## config.mk

```make
export PLATFORM = sky130hd
export DESIGN_NAME = srt_front_flat
export DESIGN_NICKNAME = d
export VERILOG_FILES = /design/src/sv/sparse_matrix_transpose_defines.svh /design/src/sv/srt_pkg.sv /design/src/sv/srt_term_if.sv /design/src/sv/srt_front.sv /design/src/flat_wrapper.sv
export SDC_FILE = /design/constraint.sdc
export NUM_CORES = 1
export LEC_CHECK = 0
export ABC_AREA = 1
export BUFFER_PORTS_ARGS = -buffer_cell sky130_fd_sc_hd__buf_2
export CAP_MARGIN = 5
export CORE_UTILIZATION = 40
export CTS_BUF_LIST = sky130_fd_sc_hd__clkbuf_2
export CTS_CLUSTER_DIAMETER = 200
export DETAILED_ROUTE_END_ITERATION = 7
export GPL_ROUTABILITY_DRIVEN = 1
export PLACE_DENSITY_LB_ADDON = 0.25
export SYNTH_ARGS = -nofsm -noshare
export SYNTH_HDL_FRONTEND = slang
export SYNTH_SLANG_ARGS = --single-unit
```

## constraint.sdc

```tcl
create_clock -name clk -period 8.65 [get_ports clk]
set_input_delay 0.4325 -clock clk [delete_from_list [all_inputs] [get_ports clk]]
set_output_delay 0.4325 -clock clk [all_outputs]
set_load 0.02 [all_outputs]
```

## src/sv/sparse_matrix_transpose_defines.svh

```systemverilog
// assertion macros for the sparse matrix transpose block
`ifndef SPARSE_MATRIX_TRANSPOSE_DEFINES_SVH
`define SPARSE_MATRIX_TRANSPOSE_DEFINES_SVH

`ifndef NO_ASSERTIONS
// same-cycle implication, checked out of reset
`define SMT_ASSERT_SAME(name, clk, rst_n, ante, cons) \
    name: assert property (@(posedge clk) disable iff (!rst_n) (ante) |-> (cons)) \
        else $error("sparse matrix transpose: check failed");
// next-cycle implication, checked out of reset
`define SMT_ASSERT_NEXT(name, clk, rst_n, ante, cons) \
    name: assert property (@(posedge clk) disable iff (!rst_n) (ante) |=> (cons)) \
        else $error("sparse matrix transpose: check failed");
`else
`define SMT_ASSERT_SAME(name, clk, rst_n, ante, cons)
`define SMT_ASSERT_NEXT(name, clk, rst_n, ante, cons)
`endif

`endif

```

## src/sv/srt_pkg.sv

```systemverilog
// types and constants shared by the sparse matrix transpose modules
`default_nettype none

package srt_pkg;

    localparam int ROW_W = 8;
    localparam int COL_W = 8;
    localparam int VAL_W = 32;

    // depth of the queue between front and back
    localparam int QDEPTH = 4;
    localparam int QPTR_W = 2;
    localparam int QCNT_W = 3;

    // one stored term
    typedef struct packed {
        logic [ROW_W-1:0]        row;
        logic [COL_W-1:0]        col;
        logic signed [VAL_W-1:0] value;
    } srt_entry_t;

    // classified item as it travels through the queue
    typedef struct packed {
        logic                    store;
        logic                    end_mark;
        logic [ROW_W-1:0]        row;
        logic [COL_W-1:0]        col;
        logic signed [VAL_W-1:0] value;
    } srt_cmd_t;

    // one result item
    typedef struct packed {
        logic                    out_valid_term;
        logic [ROW_W-1:0]        out_row;
        logic [COL_W-1:0]        out_col;
        logic signed [VAL_W-1:0] out_value;
        logic                    out_last;
        logic                    overflow;
    } srt_result_t;

    // back-end sequencer states
    typedef enum logic [3:0] {
        ST_INIT,
        ST_IDLE,
        ST_CNT,
        ST_END,
        ST_PS,
        ST_SC_RD,
        ST_SC_ST,
        ST_SC_WR,
        ST_EM_RD,
        ST_EM_LD,
        ST_EMPTY
    } srt_state_t;

endpackage

`default_nettype wire

```

## src/sv/srt_term_if.sv

```systemverilog
// input channel carrying at most one source term per item
`default_nettype none

interface srt_term_if import srt_pkg::*; ();
    logic                    valid;
    logic                    ready;
    logic                    has_term;
    logic [ROW_W-1:0]        term_row;
    logic [COL_W-1:0]        term_col;
    logic signed [VAL_W-1:0] term_value;
    logic                    last_term;

    modport source (
        output valid, has_term, term_row, term_col, term_value, last_term,
        input  ready
    );
    modport sink (
        input  valid, has_term, term_row, term_col, term_value, last_term,
        output ready
    );
endinterface

`default_nettype wire

```

## src/sv/srt_front.sv

```systemverilog
// front end: accepts items, classifies them and queues them for the back end
`default_nettype none

module srt_front import srt_pkg::*; #(
    parameter int MAX_DIM = 256
) (
    input  wire logic   clk,
    input  wire logic   rst_n,
    srt_term_if.sink    terms,
    input  wire logic   init_busy,
    output logic        q_valid,
    input  wire logic   q_ready,
    output srt_cmd_t    q_cmd
);

    srt_cmd_t           fifo_reg [QDEPTH];
    logic [QPTR_W-1:0]  wr_ptr_reg, wr_ptr_next;
    logic [QPTR_W-1:0]  rd_ptr_reg, rd_ptr_next;
    logic [QCNT_W-1:0]  cnt_reg, cnt_next;
    logic               push;
    logic               pop;
    logic               col_ok;
    srt_cmd_t           cmd_in;

    // classification of the incoming item
    always_comb
    begin
        col_ok          = (32'(terms.term_col) < 32'(MAX_DIM));
        cmd_in.store    = terms.has_term & col_ok;
        cmd_in.end_mark = ~terms.has_term | terms.last_term;
        cmd_in.row      = terms.term_row;
        cmd_in.col      = terms.term_col;
        cmd_in.value    = terms.term_value;
    end

    // handshakes on both sides of the queue
    assign terms.ready = (cnt_reg != QCNT_W'(QDEPTH)) && !init_busy;
    assign push        = terms.valid && terms.ready;
    assign q_valid     = (cnt_reg != '0);
    assign pop         = q_valid && q_ready;
    assign q_cmd       = fifo_reg[rd_ptr_reg];

    // pointer and fill count update
    always_comb
    begin
        wr_ptr_next = wr_ptr_reg;
        rd_ptr_next = rd_ptr_reg;
        cnt_next    = cnt_reg;
        if (push)
        begin
            wr_ptr_next = wr_ptr_reg + 1'b1;
        end
        if (pop)
        begin
            rd_ptr_next = rd_ptr_reg + 1'b1;
        end
        if (push && !pop)
        begin
            cnt_next = cnt_reg + 1'b1;
        end
        else if (pop && !push)
        begin
            cnt_next = cnt_reg - 1'b1;
        end
    end

    always_ff @(posedge clk or negedge rst_n)
    begin
        if (!rst_n)
        begin
            wr_ptr_reg <= '0;
            rd_ptr_reg <= '0;
            cnt_reg    <= '0;
        end
        else
        begin
            wr_ptr_reg <= wr_ptr_next;
            rd_ptr_reg <= rd_ptr_next;
            cnt_reg    <= cnt_next;
        end
    end

    // queue storage
    always_ff @(posedge clk)
    begin
        if (push)
        begin
            fifo_reg[wr_ptr_reg] <= cmd_in;
        end
    end

endmodule

`default_nettype wire

```

## src/flat_wrapper.sv

```systemverilog
// flat-port wrapper written by rule: the top's interface ports become plain ports
module srt_front_flat import srt_pkg::*;
#(
    parameter int MAX_DIM = 256
)
  (clk, rst_n, init_busy, q_valid, q_ready, q_cmd, terms_valid, terms_has_term, terms_term_row, terms_term_col, terms_term_value, terms_last_term, terms_ready);
  srt_term_if terms_i ();
  input  wire logic clk;
  input  wire logic rst_n;
  input  wire logic init_busy;
  output logic q_valid;
  input  wire logic q_ready;
  output srt_cmd_t q_cmd;
  input wire logic [$bits(terms_i.valid)-1:0] terms_valid;
  input wire logic [$bits(terms_i.has_term)-1:0] terms_has_term;
  input wire logic [$bits(terms_i.term_row)-1:0] terms_term_row;
  input wire logic [$bits(terms_i.term_col)-1:0] terms_term_col;
  input wire logic [$bits(terms_i.term_value)-1:0] terms_term_value;
  input wire logic [$bits(terms_i.last_term)-1:0] terms_last_term;
  output wire logic [$bits(terms_i.ready)-1:0] terms_ready;
  assign terms_i.valid = terms_valid;
  assign terms_i.has_term = terms_has_term;
  assign terms_i.term_row = terms_term_row;
  assign terms_i.term_col = terms_term_col;
  assign terms_i.term_value = terms_term_value;
  assign terms_i.last_term = terms_last_term;
  assign terms_ready = terms_i.ready;
  srt_front #(.MAX_DIM(MAX_DIM)) u_core (.clk(clk), .rst_n(rst_n), .terms(terms_i), .init_busy(init_busy), .q_valid(q_valid), .q_ready(q_ready), .q_cmd(q_cmd));
endmodule
```

==> flow_results.xml <==
<?xml version="1.0" encoding="UTF-8"?>
<metrics>
  <group name="timing">
    <metric name="final_setup_viols" unit="">0</metric>
    <metric name="timing_hold_violations_final" unit="">0</metric>
    <metric name="maximum_clock_frequency" unit="GHz">0.2823</metric>
    <metric name="hold-worst-slack" unit="ns">0.4087</metric>
    <metric name="final.period_utilization" unit="">0.4095</metric>
    <metric name="finalMaxSlewViolations" unit="">0</metric>
    <metric name="worst_slew_pin_slew" unit="ns">0.9203</metric>
    <metric name="setup-tns-final" unit="ns">0</metric>
    <metric name="final.min_clock_period" unit="ns">3.542</metric>
    <metric name="finClkSkew" unit="ns">0.05079</metric>
    <metric name="max_slew_margin" unit="">0.3865</metric>
    <metric name="rsz0062_at_grt" unit="">false</metric>
  </group>
  <group name="yosys">
    <metric name="synth_cell_types" unit="">23</metric>
    <metric name="ys_ff_latch" unit="">207</metric>
    <metric name="netlist_top_cells_area" unit="">sky130_fd_sc_hd__edfxtp_1, sky130_fd_sc_hd__o21ai_1, sky130_fd_sc_hd__nor2_1</metric>
    <metric name="synth_compound_area_frac" unit="">0.09479</metric>
    <metric name="synth-warning-count" unit="">0</metric>
    <metric name="netlist_instances" unit="">597</metric>
    <metric name="postSynthNetCount" unit="">658</metric>
    <metric name="synth.mux.area_fraction" unit="">0</metric>
    <metric name="synth_top_family_by_area" unit="">simple AND/OR/NAND/NOR gates</metric>
    <metric name="post_synth.cell_area_avg" unit="um2">13.88</metric>
    <metric name="yosysTopAreaCellShare" unit="">0.7245</metric>
    <metric name="synth_area_leader_cell" unit="">sky130_fd_sc_hd__edfxtp_1</metric>
    <metric name="synth-adder-area-share" unit="">0.009962</metric>
    <metric name="netlist_area" unit="um2">8289</metric>
    <metric name="seq_area_frac_synth" unit="">0.7457</metric>
    <metric name="yosys.area_share.xor_xnor" unit="">0.001057</metric>
    <metric name="synth_simple_gate_area_frac" unit="">0.1023</metric>
  </group>
  <group name="drt">
    <metric name="detail_route.drc_violations" unit="">0</metric>
    <metric name="post_drt_via_cell_ratio" unit="">4.774</metric>
    <metric name="total_via_count_in_the_routed_design" unit="">5232</metric>
    <metric name="avgRoutedWirePerCell" unit="um">15.40</metric>
    <metric name="ant_nets" unit="">0</metric>
    <metric name="wirelength" unit="mm">16.88</metric>
    <metric name="drtPass1Iterations" unit="">4</metric>
    <metric name="detail_route.iter0.violations" unit="">321</metric>
  </group>
  <group name="outcome">
    <metric name="outcome" unit="">finished, final reports clean</metric>
  </group>
  <group name="critical_path">
    <metric name="worst_ep_arrival_time" unit="ns">3.11</metric>
    <metric name="timing.critical_path.to_type" unit="">output pin</metric>
    <metric name="worst-setup-path-type" unit="">flip-flop to output pin</metric>
    <metric name="crit_path_max_incr_delay" unit="ns">0.74</metric>
    <metric name="required" unit="ns">8.22</metric>
    <metric name="cpMaxStageDelayCell" unit="">sky130_fd_sc_hd__buf_4</metric>
    <metric name="worst_path_most_repeated_cell" unit="">sky130_fd_sc_hd__o21ai_1</metric>
    <metric name="crit_path_cell_trace" unit="">clkinv_2 -&gt; buf_4 -&gt; o21ai_1 -&gt; o21ai_1 -&gt; buf_2</metric>
    <metric name="critical_path.max_fanout" unit="">72</metric>
    <metric name="critical_path.startpoint_type" unit="">flip-flop</metric>
  </group>
  <group name="floorplan">
    <metric name="floorplan.rows" unit="">52</metric>
    <metric name="starting_density_of_the_core" unit="">0.4083</metric>
    <metric name="design.die.area" unit="um2">21300</metric>
    <metric name="die_x_extent" unit="um">146.0</metric>
    <metric name="io_pins" unit="">107</metric>
    <metric name="floorplan.core_area" unit="um2">20300</metric>
    <metric name="die_height" unit="um">146.0</metric>
  </group>
  <group name="global_routing">
    <metric name="via_count_of_the_first_global_routing_pass" unit="">5366</metric>
    <metric name="overall_fraction_of_global_route_tracks_in_use" unit="">0.1612</metric>
    <metric name="largest_net_degree_at_the_start_of_global_routing" unit="">77</metric>
    <metric name="wire_length_of_the_first_global_routing_pass" unit="mm">26.72</metric>
    <metric name="grt_antenna_before_repair" unit="">2</metric>
    <metric name="globalRoute.totalOverflow" unit="">0</metric>
  </group>
  <group name="clock_network">
    <metric name="ctsHoldBuffers" unit="">56</metric>
    <metric name="worst_path_clk_slew" unit="ns">0.10</metric>
    <metric name="clock_insertion_delay_worst_skew" unit="ns">0.78</metric>
    <metric name="clock_path_buffers" unit="">3</metric>
    <metric name="cts_root_buffer" unit="">sky130_fd_sc_hd__clkbuf_2</metric>
    <metric name="resized_gates_after_cts" unit="">0</metric>
    <metric name="clock_sink_count" unit="">207</metric>
    <metric name="cts_buffers" unit="">53</metric>
    <metric name="post_cts_buffers" unit="">0</metric>
    <metric name="cts_tree" unit="">built</metric>
    <metric name="htree_num_levels" unit="">2</metric>
  </group>
  <group name="place">
    <metric name="port_buffers" unit="">106</metric>
    <metric name="dpl.hpwl" unit="mm">8.837</metric>
    <metric name="routabilityCongestion" unit="">0.6980</metric>
  </group>
  <group name="layout">
    <metric name="layout-area-overhead-vs-synth" unit="%">19.76</metric>
    <metric name="nets" unit="">849</metric>
    <metric name="reg_area" unit="um2">6185</metric>
    <metric name="drive_gt1_frac" unit="">0.3252</metric>
    <metric name="n_fill_cell" unit="">1829</metric>
    <metric name="largest_register_ffs" unit="">200</metric>
    <metric name="multi_input_comb_area" unit="um2">1755</metric>
  </group>
  <group name="min_path">
    <metric name="min-delay-path-class" unit="">input pin to flip-flop</metric>
  </group>
  <group name="power">
    <metric name="power.leakage" unit="nW">3.610</metric>
    <metric name="report.power.total" unit="mW">3.051</metric>
    <metric name="irDropWorstVdd" unit="mV">0.1734</metric>
    <metric name="power.density_cell_area" unit="nW/um2">307.3</metric>
  </group>
  <group name="run">
    <metric name="timing.max_cap.violations" unit="">0</metric>
  </group>
</metrics>
-- cell usage after synthesis, drive strengths merged --
master  number
nor2       155
nand4        3
buf         30
nand2       22
nand3        4
clkbuf       3
edfxtp     200
inv         15
fa           1
xnor2        1
o21ai      150
dfrtp        7
ha           5
a21oi        1
-- critical path: cells and delay by family, from the launching register on --
kind | cells | cell delay, ns
DFF | 1 | 0.65
buffers and inverters | 3 | 1.33
AOI/OAI and AO/OA | 2 | 0.31
-- cell usage in the layout (no fill, tap or decap), types with 2 or more instances in the layout --
cell type,instances
sky130_fd_sc_hd__edfxtp_1,200
sky130_fd_sc_hd__nand2_1,22
sky130_fd_sc_hd__dlygate4sd3_1,56
sky130_fd_sc_hd__nor2_2,56
sky130_fd_sc_hd__o21ai_2,8
sky130_fd_sc_hd__nand3_1,3
sky130_fd_sc_hd__buf_4,7
sky130_fd_sc_hd__clkinv_2,4
sky130_fd_sc_hd__nand4_1,3
sky130_fd_sc_hd__inv_1,12
sky130_fd_sc_hd__clkbuf_2,78
sky130_fd_sc_hd__dfrtp_1,6
sky130_fd_sc_hd__buf_2,106
sky130_fd_sc_hd__nor2_4,4
sky130_fd_sc_hd__o21ai_1,141
sky130_fd_sc_hd__inv_2,3
sky130_fd_sc_hd__nor2_1,95
sky130_fd_sc_hd__clkinv_1,9
sky130_fd_sc_hd__diode_2,2
sky130_fd_sc_hd__ha_1,5
-- kinds of logic after synthesis --
| logic type | Yosys count |
|---|---|
| buf+inv | 48 |
| xor+xnor | 1 |
| fa+ha+maj | 6 |
| flops | 207 |
| compound gates | 151 |
| simple gates | 184 |
-- report_power, final --
| group | internal (mW) | switching [mW] |
|---|---|---|
| registers | 1.22 | 0.0599 |
| logic | 0.367 | 0.798 |
| clock network | 0.239 | 0.368 |
-- worst paths after layout --
kind / startpoint / endpoint / slack, ns / cells past startpoint
worst max register to register: u_core.rd_ptr_reg[0] / u_core.rd_ptr_reg[1] / 6.40 / 6
max in group asynchronous: rst_n / u_core.rd_ptr_reg[0] / 7.66 / 3
worst max-delay path: u_core.rd_ptr_reg[0] / q_cmd[49] / 5.11 / 5
worst min-delay path: terms_term_value[13] / u_core.fifo_reg[2][13] / 0.41 / 2
min in group asynchronous: rst_n / u_core.rd_ptr_reg[1] / 0.67 / 3
worst min register to register: u_core.rd_ptr_reg[1] / u_core.rd_ptr_reg[1] / 0.54 / 2
-- metal layers --
layer | up-vias | part of all wire | track usage
met3 | 27 | 0.054 | 0.04608
met5 | - | 0 | 0
met2 | 124 | 0.50 | 0.2744
met4 | 0 | 0.016 | 0.06263
met1 | 2533 | 0.43 | 0.1933
li1 | 2548 | - | -
-- area by class of cell --
cell class | instances | share of cell area
Antenna cell | 2 | 0.0005042
Clock buffer | 78 | 0.03932
Clock inverter | 13 | 0.005168
Inverter | 15 | 0.005924
Multi-Input combinational cell | 342 | 0.1768
Sequential cell | 207 | 0.6230
Tap cell | 270 | 0.03403
Timing Repair Buffer | 169 | 0.1152
-- metrics by stage --
step,instances,util,area (um2),setup WS [ns]
final,1096,0.4890,9927,5.108
after global routing,1095,0.4889,9925,4.754
after floorplan,597,-,8289,5.368
after global placement,947,0.4394,8920,5.861
after detailed placement,947,0.4394,8920,5.843
after CTS,1094,0.4888,9922,4.959
Note: power is estimated with default switching activity, not from simulation.
